<file path="src/rtl/csr_sparse_matvec_defines.svh">
// Assertion macros shared by the sparse matrix-vector RTL.
`ifndef CSR_SPARSE_MATVEC_DEFINES_SVH
`define CSR_SPARSE_MATVEC_DEFINES_SVH
`ifndef SYNTHESIS
`define CSM_ASSERT_IMPLY(label, ck, rn, pre, post) \
  label: assert property (@(posedge ck) disable iff (!rn) (pre) |-> (post)) \
    else $error("csr_sparse_matvec: same-cycle check failed");
`define CSM_ASSERT_NEXT(label, ck, rn, pre, post) \
  label: assert property (@(posedge ck) disable iff (!rn) (pre) |=> (post)) \
    else $error("csr_sparse_matvec: next-cycle check failed");
`else
`define CSM_ASSERT_IMPLY(label, ck, rn, pre, post)
`define CSM_ASSERT_NEXT(label, ck, rn, pre, post)
`endif
`endif

</file>
<file path="src/rtl/csm_pkg.sv">
// Shared types and fixed field widths of the sparse matrix-vector block.
`default_nettype none
package csm_pkg;
  localparam int CMD_W   = 2;
  localparam int IDX_W   = 10;
  localparam int FIELD_W = 16;
  localparam int ACC_W   = 48;
  localparam int ROW_W   = 16;

  typedef enum logic [CMD_W-1:0] {
    CMD_LOAD    = 2'd0,
    CMD_NONZERO = 2'd1,
    CMD_END_ROW = 2'd2
  } cmd_t;

  typedef struct packed {
    logic valid;
    cmd_t cmd;
  } item_ctl_t;
endpackage
`default_nettype wire

</file>
<file path="src/rtl/csm_cmul.sv">
// Two-stage complex multiplier: partial products, then real and imaginary combine.
`default_nettype none
module csm_cmul import csm_pkg::*; #(
  parameter int COMP_WIDTH = 16,
  localparam int PROD_W = 2 * COMP_WIDTH,
  localparam int PSUM_W = PROD_W + 1
) (
  input  logic                         clk,
  input  logic                         rst_n,
  input  logic                         advance,
  input  item_ctl_t                    ctl_in,
  input  logic signed [COMP_WIDTH-1:0] a_re,
  input  logic signed [COMP_WIDTH-1:0] a_im,
  input  logic signed [COMP_WIDTH-1:0] b_re,
  input  logic signed [COMP_WIDTH-1:0] b_im,
  output item_ctl_t                    ctl_out,
  output logic signed [PSUM_W-1:0]     p_re,
  output logic signed [PSUM_W-1:0]     p_im
);
  item_ctl_t                 ctl_m_r;
  item_ctl_t                 ctl_p_r;
  logic signed [PROD_W-1:0]  prod_rr_r;
  logic signed [PROD_W-1:0]  prod_ii_r;
  logic signed [PROD_W-1:0]  prod_ri_r;
  logic signed [PROD_W-1:0]  prod_ir_r;
  logic signed [PSUM_W-1:0]  p_re_r;
  logic signed [PSUM_W-1:0]  p_im_r;

  always_ff @(posedge clk) begin
    if (!rst_n) begin
      ctl_m_r <= '0;
      ctl_p_r <= '0;
    end else if (advance) begin
      ctl_m_r <= ctl_in;
      ctl_p_r <= ctl_m_r;
    end
  end

  always_ff @(posedge clk) begin
    if (advance) begin
      prod_rr_r <= PROD_W'(a_re) * PROD_W'(b_re);
      prod_ii_r <= PROD_W'(a_im) * PROD_W'(b_im);
      prod_ri_r <= PROD_W'(a_re) * PROD_W'(b_im);
      prod_ir_r <= PROD_W'(a_im) * PROD_W'(b_re);
      p_re_r    <= PSUM_W'(prod_rr_r) - PSUM_W'(prod_ii_r);
      p_im_r    <= PSUM_W'(prod_ri_r) + PSUM_W'(prod_ir_r);
    end
  end

  assign ctl_out = ctl_p_r;
  assign p_re    = p_re_r;
  assign p_im    = p_im_r;
endmodule
`default_nettype wire

</file>
<file path="config.mk">
export PLATFORM = sky130hd
export DESIGN_NAME = csm_cmul
export DESIGN_NICKNAME = d
export VERILOG_FILES = /design/src/rtl/csr_sparse_matvec_defines.svh /design/src/rtl/csm_pkg.sv /design/src/rtl/csm_cmul.sv
export SDC_FILE = /design/constraint.sdc
export NUM_CORES = 2
export LEC_CHECK = 0
export BUFFER_PORTS_ARGS = -buffer_cell sky130_fd_sc_hd__buf_2
export CORE_ASPECT_RATIO = 0.5
export CORE_MARGIN = 2
export CORE_UTILIZATION = 60
export CTS_BUF_LIST = sky130_fd_sc_hd__clkbuf_16
export DETAILED_ROUTE_END_ITERATION = 7
export PLACE_DENSITY = 0.87
export RECOVER_POWER = 25
export SETUP_SLACK_MARGIN = 0.4
export SKIP_LAST_GASP = 1
export SYNTH_ARGS = -nofsm -noshare
export SYNTH_HDL_FRONTEND = slang
export SYNTH_SLANG_ARGS = --single-unit
</file>
<file path="constraint.sdc">
create_clock -name clk -period 14.24 [get_ports clk]
set_clock_uncertainty 0.1 [all_clocks]
set_input_delay 0.712 -clock clk [delete_from_list [all_inputs] [get_ports clk]]
set_output_delay 0.712 -clock clk [all_outputs]
set_load 0.1 [all_outputs]
</file>
==> flow_summary.ini <==
[status]
violations = capacitance limit, slew limit
status = finished with violations

[sta]
relSlewSlack = -1.818
fin_crit_sh = 0.5275
grt_setup_unrepaired = no
period_needed_ns = 7.512
setup_tns_ns = 0
fmax_mhz = 133.1
hold_violations = 0
setup_viol = 0
tightest_slew_ns = 4.227
slew_viol_final = 222

[hold_path]
hp-class = input pin to register
worstHoldPathCells = 3

[routing]
drtIter0Drc = 2872
via_per_inst = 5.693
vias = 34907
drtPass1Iterations = 8
wl_per_cell_um = 19.21
drc = 0
ant_nets = 0
wirelength_mm = 117.8

[layout]
fillers = 5915
mostFrequentLayoutCells = 1224 x inv_1, 1050 x fa_1, 511 x nand2_1
final-seq-area_um2 = 5946
multi_input_area_um2 = 37440
syn_to_final_growth_pct = 4.153
finalNetCount = 6531
layout-drive-gt1-share = 0.04034
final_common_cell = inv_1

[floorplan]
row_count = 73
die_y_um = 205.5
dieArea_um2 = 83670
initial_core_util = 0.6099
core-area_um2 = 79920
boundaryPins = 139
die_w_um = 407.1

[run]
maxCapViolCount = 5

[setup_path]
ff2ff_path_depth = 12
cp-end-kind = register
crit_arrival_ns = 7.68
critical_path.startpoint_type = input pin
path_max_fanout = 32
path_class = input pin to register
crit_required_ns = 14.41

[yosys]
synth_top_area_frac = 0.4313
seq_area_frac_synth = 0.1220
yosysWarningCount = 0
synth_nets = 6567
async_reset_ff_frac = 0
ys_ff_latch = 200
synth_area_leaders = fa_1 43%, edfxtp_1 12%, ha_1 10%
syn_inst = 5055
synth_flop_cell = edfxtp_1
syn_area_per_cell_um2 = 9.642
synth_edf_count = 194
yosys.area.top_type = fa_1
yosysUniqueCellTypes = 79
synth_area_um2 = 48740

[placed_design]
hpwl_mm = 92.47
gp_congestion = 0.9536
port_buffers = 138

[global_route]
track_usage = 0.3000
grt_pass1_vias = 38472
grt_overflow = 0
grt_pass1_wl_mm = 194.8
antenna_found_initial = 12
grt_max_degree = 82

[clocking]
clkSinkCount = 200
root_buffer = clkbuf_16
cts_tree = done
clk_latency_ns = 0.52
cts_resized = 0
hold_buffers = 0
cts.clk_slew.worst_paths_ns = 0.09
cts_made_buffers = 17
cts_setup_buffers = 0
cts_htree_levels = 4
clk_path_buf_depth = 2
[final timing paths]
kind                 from       endpoint  slack, ns
max               a_im[0]  prod_ir_r[30]       6.73
min reg2reg    ctl_m_r[0]     ctl_m_r[0]       0.43
min             ctl_in[0]     ctl_m_r[0]       0.37
max reg2reg  prod_ri_r[0]       p_im[30]      10.53
[registers in the layout (all words and copies together), names as in the netlist]
name	count
prod_ii_r	32
prod_ir_r	32
prod_ri_r	32
p_im	33
p_re	33
prod_rr_r	32
ctl_out	3
ctl_m_r	3
[layer usage]
layer	track usage	part of all wire	vias to the layer above
met5	0	0.00023	-
met4	0.1313	0.045	4
met3	0.05860	0.094	365
met2	0.4955	0.48	1689
met1	0.3885	0.38	17725
li1	-	-	15124
[critical path, cell delays in order]
cell,delay [ns]
clkbuf_1,1.25
nand2b_1,0.33
fa_1,0.47
fa_1,0.51
inv_1,0.05
fa_1,0.50
fa_1,0.44
fa_1,0.50
inv_1,0.05
fa_1,0.54
inv_1,0.06
ha_1,0.36
a21o_1,0.21
a21oi_1,0.28
nor2b_1,0.09
o21ai_0,0.14
o21ai_1,0.14
a221oi_2,0.51
o311ai_1,0.19
a21oi_1,0.23
xnor2_1,0.09
[cells in the mapped netlist (13+ instances only)]
cell type  count
inv_1       1224
fa_1        1050
nand2_1      511
and2_1       508
ha_1         392
clkbuf_1     197
edfxtp_1     194
a21oi_1      150
xnor2_1      135
nor2_1       132
o21ai_0       65
a21o_1        62
xor2_1        50
nand2b_1      36
o21bai_1      30
o21a_1        26
nor2b_1       25
nand3_1       22
o21ai_1       20
a211oi_1      17
nor3_1        17
and3_1        14
o31ai_1       13
[stage by stage]
step                      utilization  std cells  hold slack (ns)  instance area, um2  worst slack [ns]
after detailed placement       0.6269       6087           0.4109               50100             6.551
after floorplan                     -       5055           0.3824               48740             7.589
after CTS                      0.6351       6119           0.3475               50760             7.084
after global routing           0.6350       6127           0.3675               50750             6.569
after global placement         0.6269       6087           0.3943               50100             6.717
final                          0.6352       6132           0.3663               50760             6.728
[cell type report]
cell class,instances,share of cell area
antenna,13,0.0006408
clock buffer,17,0.008380
clock inverter,15,0.004560
inverter,1224,0.09050
multi-input combinational,3431,0.7375
sequential,200,0.1171
tap,1087,0.02679
timing repair buffer,145,0.01447
[cell families (layout without fill, tap and decap cells)]
| group | after synthesis | after routing | synth area share |
|---|---|---|---|
| simple gates | 1315 | 1315 | 0.1358 |
| mux | 9 | 9 | 0.001848 |
| xor+xnor | 185 | 185 | 0.03324 |
| flops | 200 | 200 | 0.1220 |
| fa+ha+maj | 1442 | 1442 | 0.5319 |
| other cells | 0 | 13 | 0 |
| compound gates | 480 | 480 | 0.06551 |
| buf+inv | 1424 | 1401 | 0.1097 |
Power is left out: the tool's default activity adds up to more than one toggle a clock period on the data nets, which glitch-free logic cannot reach.
