**config.mk**
```make
export PLATFORM = sky130hd
export DESIGN_NAME = csm_acc
export DESIGN_NICKNAME = d
export VERILOG_FILES = /design/src/rtl/csr_sparse_matvec_defines.svh /design/src/rtl/csm_pkg.sv /design/src/rtl/csm_acc.sv
export SDC_FILE = /design/constraint.sdc
export NUM_CORES = 1
export LEC_CHECK = 0
export ABC_AREA = 1
export BUFFER_PORTS_ARGS = -buffer_cell sky130_fd_sc_hd__buf_2
export CORE_ASPECT_RATIO = 0.5
export CORE_MARGIN = 4
export CORE_UTILIZATION = 55
export CTS_BUF_LIST = sky130_fd_sc_hd__clkbuf_8 sky130_fd_sc_hd__clkbuf_16
export DETAILED_ROUTE_END_ITERATION = 8
export PLACE_DENSITY_LB_ADDON = 0.08
export RECOVER_POWER = 50
export SLEW_MARGIN = 40
export SYNTH_ARGS = -nofsm -noshare
export SYNTH_HDL_FRONTEND = slang
export SYNTH_SLANG_ARGS = --single-unit
export TNS_END_PERCENT = 50
```
**constraint.sdc**
```tcl
create_clock -name clk -period 4.9 [get_ports clk]
set_clock_uncertainty 0.15 [all_clocks]
set_input_delay 0.245 -clock clk [delete_from_list [all_inputs] [get_ports clk]]
set_output_delay 0.245 -clock clk [all_outputs]
set_load 0.01 [all_outputs]
```
**src/rtl/csr_sparse_matvec_defines.svh**
```systemverilog
// Assertion macros shared by the sparse matrix-vector RTL.
`ifndef CSR_SPARSE_MATVEC_DEFINES_SVH
`define CSR_SPARSE_MATVEC_DEFINES_SVH
`ifndef SYNTHESIS
`define CSM_ASSERT_IMPLY(label, ck, rn, pre, post) \
  label: assert property (@(posedge ck) disable iff (!rn) (pre) |-> (post)) \
    else $error("csr_sparse_matvec: same-cycle check failed");
`define CSM_ASSERT_NEXT(label, ck, rn, pre, post) \
  label: assert property (@(posedge ck) disable iff (!rn) (pre) |=> (post)) \
    else $error("csr_sparse_matvec: next-cycle check failed");
`else
`define CSM_ASSERT_IMPLY(label, ck, rn, pre, post)
`define CSM_ASSERT_NEXT(label, ck, rn, pre, post)
`endif
`endif

```
**src/rtl/csm_pkg.sv**
```systemverilog
// Shared types and fixed field widths of the sparse matrix-vector block.
`default_nettype none
package csm_pkg;
  localparam int CMD_W   = 2;
  localparam int IDX_W   = 10;
  localparam int FIELD_W = 16;
  localparam int ACC_W   = 48;
  localparam int ROW_W   = 16;

  typedef enum logic [CMD_W-1:0] {
    CMD_LOAD    = 2'd0,
    CMD_NONZERO = 2'd1,
    CMD_END_ROW = 2'd2
  } cmd_t;

  typedef struct packed {
    logic valid;
    cmd_t cmd;
  } item_ctl_t;
endpackage
`default_nettype wire

```
**src/rtl/csm_acc.sv**
```systemverilog
// Saturating row accumulator, row counter and result register.
`default_nettype none
module csm_acc import csm_pkg::*; #(
  parameter int PSUM_W = 33
) (
  input  logic                     clk,
  input  logic                     rst_n,
  input  logic                     advance,
  input  item_ctl_t                ctl_in,
  input  logic signed [PSUM_W-1:0] p_re,
  input  logic signed [PSUM_W-1:0] p_im,
  input  logic                     out_stall,
  output logic                     out_valid,
  output logic [ROW_W-1:0]         out_row,
  output logic signed [ACC_W-1:0]  out_sum_re,
  output logic signed [ACC_W-1:0]  out_sum_im
);
  localparam int SUM_W = ((PSUM_W > ACC_W) ? PSUM_W : ACC_W) + 1;

  logic signed [ACC_W-1:0] acc_re_r,     acc_re_nxt;
  logic signed [ACC_W-1:0] acc_im_r,     acc_im_nxt;
  logic [ROW_W-1:0]        row_r,        row_nxt;
  logic                    out_valid_r,  out_valid_nxt;
  logic [ROW_W-1:0]        out_row_r,    out_row_nxt;
  logic signed [ACC_W-1:0] out_sum_re_r, out_sum_re_nxt;
  logic signed [ACC_W-1:0] out_sum_im_r, out_sum_im_nxt;
  logic signed [SUM_W-1:0] sum_re;
  logic signed [SUM_W-1:0] sum_im;

  function automatic logic signed [ACC_W-1:0] sat_acc(input logic signed [SUM_W-1:0] v);
    logic in_range;
    in_range = (v[SUM_W-1:ACC_W-1] == {(SUM_W-ACC_W+1){v[SUM_W-1]}});
    if (in_range) begin
      return v[ACC_W-1:0];
    end
    return v[SUM_W-1] ? {1'b1, {(ACC_W-1){1'b0}}} : {1'b0, {(ACC_W-1){1'b1}}};
  endfunction

  assign sum_re = SUM_W'(acc_re_r) + SUM_W'(p_re);
  assign sum_im = SUM_W'(acc_im_r) + SUM_W'(p_im);

  always_comb begin
    acc_re_nxt     = acc_re_r;
    acc_im_nxt     = acc_im_r;
    row_nxt        = row_r;
    out_valid_nxt  = out_valid_r && out_stall;
    out_row_nxt    = out_row_r;
    out_sum_re_nxt = out_sum_re_r;
    out_sum_im_nxt = out_sum_im_r;
    if (advance && ctl_in.valid) begin
      case (ctl_in.cmd)
        CMD_NONZERO: begin
          acc_re_nxt = sat_acc(sum_re);
          acc_im_nxt = sat_acc(sum_im);
        end
        CMD_END_ROW: begin
          out_valid_nxt  = 1'b1;
          out_row_nxt    = row_r;
          out_sum_re_nxt = acc_re_r;
          out_sum_im_nxt = acc_im_r;
          acc_re_nxt     = '0;
          acc_im_nxt     = '0;
          row_nxt        = row_r + ROW_W'(1);
        end
        default: begin
        end
      endcase
    end
  end

  always_ff @(posedge clk) begin
    if (!rst_n) begin
      acc_re_r    <= '0;
      acc_im_r    <= '0;
      row_r       <= '0;
      out_valid_r <= 1'b0;
    end else begin
      acc_re_r    <= acc_re_nxt;
      acc_im_r    <= acc_im_nxt;
      row_r       <= row_nxt;
      out_valid_r <= out_valid_nxt;
    end
  end

  always_ff @(posedge clk) begin
    out_row_r    <= out_row_nxt;
    out_sum_re_r <= out_sum_re_nxt;
    out_sum_im_r <= out_sum_im_nxt;
  end

  assign out_valid  = out_valid_r;
  assign out_row    = out_row_r;
  assign out_sum_re = out_sum_re_r;
  assign out_sum_im = out_sum_im_r;
endmodule
`default_nettype wire

```
==> impl_metrics.env <==
export IMPL_synth_compound_area_share_pct=10.9
export IMPL_htree_levels=1
export IMPL_finalHoldViolations=0
export IMPL_overflow=0
export IMPL_clock_path_buffers=3
export IMPL_syn_to_final_growth_pct=11.2
export IMPL_grt_max_degree=97
export IMPL_wire_per_inst_um=15.9
export IMPL_cts_buffers_inserted=22
export IMPL_finalSetupViolations=0
export IMPL_num_fill_cells=2933
export IMPL_vias=15265
export IMPL_synth_mux_area_share_pct=0
export IMPL_die_h_um=131
export IMPL_rows=44
export IMPL_drc=0
export IMPL_clk_latency_ns=0.53
export IMPL_power_per_cell_area_nw_per_um2=263
export IMPL_synth_cell_type_count=36
export IMPL_cts_tree="yes"
export IMPL_slowest_delay_ns=0.58
export IMPL_cts_setup_buffers=0
export IMPL_syn_area_per_cell_um2=7.07
export IMPL_synthCells=2352
export IMPL_synth_top_family_by_area="simple AND/OR/NAND/NOR gates"
export IMPL_drtAntennaViolNets=0
export IMPL_yosysWarnings=0
export IMPL_wirelength_mm=46.6
export IMPL_port_buffers=185
export IMPL_violations="capacitance limit, slew limit"
export IMPL_drt_pass1_iterations=5
export IMPL_required_ns=5.19
export IMPL_post_synth_top_area_cell="edfxtp_1"
export IMPL_dp_hpwl_mm=37.2
export IMPL_die_area_um2=33200
export IMPL_synth_adder_area_share_pct=7.62
export IMPL_ctsResizeCount=0
export IMPL_tightest_slew_ns=2.28
export IMPL_fin_crit_ns=3.52
export IMPL_synth_xor_area_share_pct=3.11
export IMPL_drive_above_1_share_pct=16.1
export IMPL_path_max_fanout=25
export IMPL_finalSetupTns_ns=0
export IMPL_num_io_pins=186
export IMPL_ir_drop_v=0.000285
export IMPL_crit_chain="ha_1, fa_1, nand2_1, nand2_1, nand3b_1, nand2_1, nand2_1, nand2_2, nand2_2, nand3_2, nand2_1, nand2_1, a21oi_4, buf_4, nand2_1, a21oi_1"
export IMPL_final_max_slew_viol_count=52
export IMPL_end_kind="flop"
export IMPL_fin_area_um2=18500
export IMPL_fin_crit_sh_pct=71.9
export IMPL_drt_iter0_drc=1012
export IMPL_yosysSeqAreaShare_pct=33.9
export IMPL_fin_hold_ws_ns=0.0608
export IMPL_grt_pass1_vias=14304
export IMPL_max_slew_margin_rel_pct=-52.7
export IMPL_die_w_um=254
export IMPL_start_util_pct=56.5
export IMPL_leakagePower_nw=8.49
export IMPL_arrival_ns=3.81
export IMPL_cts_sinks=225
export IMPL_grt_pass1_wl_mm=73.7
export IMPL_via_per_inst=5.21
export IMPL_cts_clk_slew_worst_paths_ns=0.07
export IMPL_outcome="finished, violations left"
export IMPL_place_area_um2=17800
export IMPL_layout_nets=2695
export IMPL_hold_buffers=2
export IMPL_core_area_um2=29400
export IMPL_fmax_mhz=284
export IMPL_syn_nets=2525
export IMPL_antenna_found_initial=1
export IMPL_yosys_area_top_type_share_pct=20.2
export IMPL_ys_seq_elements=225
export IMPL_syn_cell_area_um2=16600
export IMPL_cp_slowest_cell="a21oi_4"
export IMPL_gp_congestion=0.982
export IMPL_cp_common_cell="nand2_1"
export IMPL_max_cap_violations=1
export IMPL_cp_start_kind="flop"
export IMPL_grt_usage_pct=27.6
export IMPL_clockRootBuffer="clkbuf_16"
export IMPL_hold_class="primary input to flop"
export IMPL_critical_path_class="flop to flop"
export IMPL_synthSimpleGateAreaFrac_pct=34.5
export IMPL_rsz0062_at_grt="no"
export IMPL_synth_area_top_cells="edfxtp_1 (20%), nand2_1 (18%), dfxtp_1 (14%)"
kinds of logic after synthesis:
logic type               after synthesis
adder cells (fa/ha/maj)              100
AO/OA/AOI/OAI                        295
buffers and inverters                393
AND/OR/NAND/NOR                     1280
flip-flops                           225
XOR/XNOR                              59
Yosys cell counts:
master	count
nand2_1	807
inv_1	316
nor2_1	157
a21oi_1	154
dfxtp_1	113
edfxtp_1	112
ha_1	98
nand3_1	87
a21oi_2	66
nand3_2	63
nand2_2	52
xnor2_1	46
nand4_1	39
o21ai_0	38
o21bai_1	33
inv_2	24
clkbuf_1	22
nor2_2	20
nor3_1	19
nand3b_1	14
buf_6	13
xor2_1	13
or2_2	9
buf_4	8
buf_2	6
nor4_1	4
and2_1	3
buf_12	3
nor2_4	3
fa_1	2
nor3b_1	2
o21a_1	2
a21boi_0	1
a21o_1	1
clkinv_1	1
or2_1	1
metrics by stage:
| stage | power [mW] | util (%) | instances | setup WS [ns] |
|---|---|---|---|---|
| 5_1_grt | 5.10 | 62.9 | 2930 | 0.845 |
| 3_3_place_gp | 3.18 | 60.5 | 2887 | 1.47 |
| 6_report | 4.86 | 62.9 | 2930 | 1.38 |
| 4_1_cts | 4.90 | 63.1 | 2929 | 1.41 |
| 2_1_floorplan | 2.93 | - | 2352 | 0.683 |
| 3_5_place_dp | 3.19 | 60.6 | 2887 | 1.39 |
final timing paths:
kind | from | end | slack [ns] | depth (start not counted)
worst min-delay path | p_re[0] | acc_re_r[0] | 0.06 | 6
worst min register to register | row_r[15] | out_row[15] | 0.29 | 0
worst max register to register | acc_re_r[0] | acc_re_r[22] | 1.38 | 16
worst max-delay path | acc_re_r[0] | acc_re_r[22] | 1.38 | 16
power breakdown:
group | leakage, nW | internal [mW] | switching (mW) | total [mW]
Sequential | 1.88 | 2.03 | 0.0397 | 2.07
Combinational | 6.22 | 0.376 | 0.711 | 1.09
Clock | 0.380 | 0.974 | 0.731 | 1.70
state kept, by name, indices dropped and copies added (netlist names):
| name | cells |
|---|---|
| row_r | 16 |
| acc_im_r | 48 |
| out_sum_im | 48 |
| acc_re_r | 48 |
| out_sum_re | 48 |
| out_valid | 1 |
| out_row | 16 |
critical path, delay by kind of cell, from the launching register on:
family	cells	cell delay, ns
and+or+nand+nor	11	1.12
buffers and inverters	1	0.40
AOI/OAI and AO/OA	2	0.74
adders and majority gates	2	0.69
DFF	1	0.33
metal layers:
metal  global-route usage (%)  part of all wire [%]  vias to the layer above
li1                         -                     -                     7876
met1                     38.0                    47                     6972
met2                     47.2                    46                      355
met3                     3.52                   4.9                       62
met4                     6.38                   2.4                        0
met5                        0                     0                        -
layout by cell type, fill, tap and decap left out, types with 3 or more instances in the layout:
cell / synthesis / final
nand2_1: 807 / 805
inv_1: 316 / 319
nor2_1: 157 / 157
a21oi_1: 154 / 154
buf_2: 6 / 121
dfxtp_1: 113 / 113
edfxtp_1: 112 / 112
ha_1: 98 / 98
nand3_1: 87 / 87
a21oi_2: 66 / 64
clkbuf_1: 22 / 64
nand3_2: 63 / 63
nand2_2: 52 / 54
xnor2_1: 46 / 46
nand4_1: 39 / 39
o21ai_0: 38 / 38
o21bai_1: 33 / 33
inv_2: 24 / 25
clkbuf_16: 0 / 23
nor2_2: 20 / 20
nor3_1: 19 / 19
nand3b_1: 14 / 14
xor2_1: 13 / 13
or2_2: 9 / 9
clkbuf_8: 0 / 8
buf_4: 8 / 6
nor4_1: 4 / 4
nor2_4: 3 / 3
and2_1: 3 / 3
buf_12: 3 / 3
area by class of cell:
type                       count  area (µm²)  area share (%)
clock inverter                 9        48.8           0.264
tap                          391         489            2.65
multi-input combinational   1734        9350            50.6
timing repair buffer         198         993            5.37
antenna                        1        2.50          0.0135
sequential                   225        5630            30.4
inverter                     341        1290            6.96
clock buffer                  31         686            3.71
Note: power is estimated with default switching activity, not from simulation.
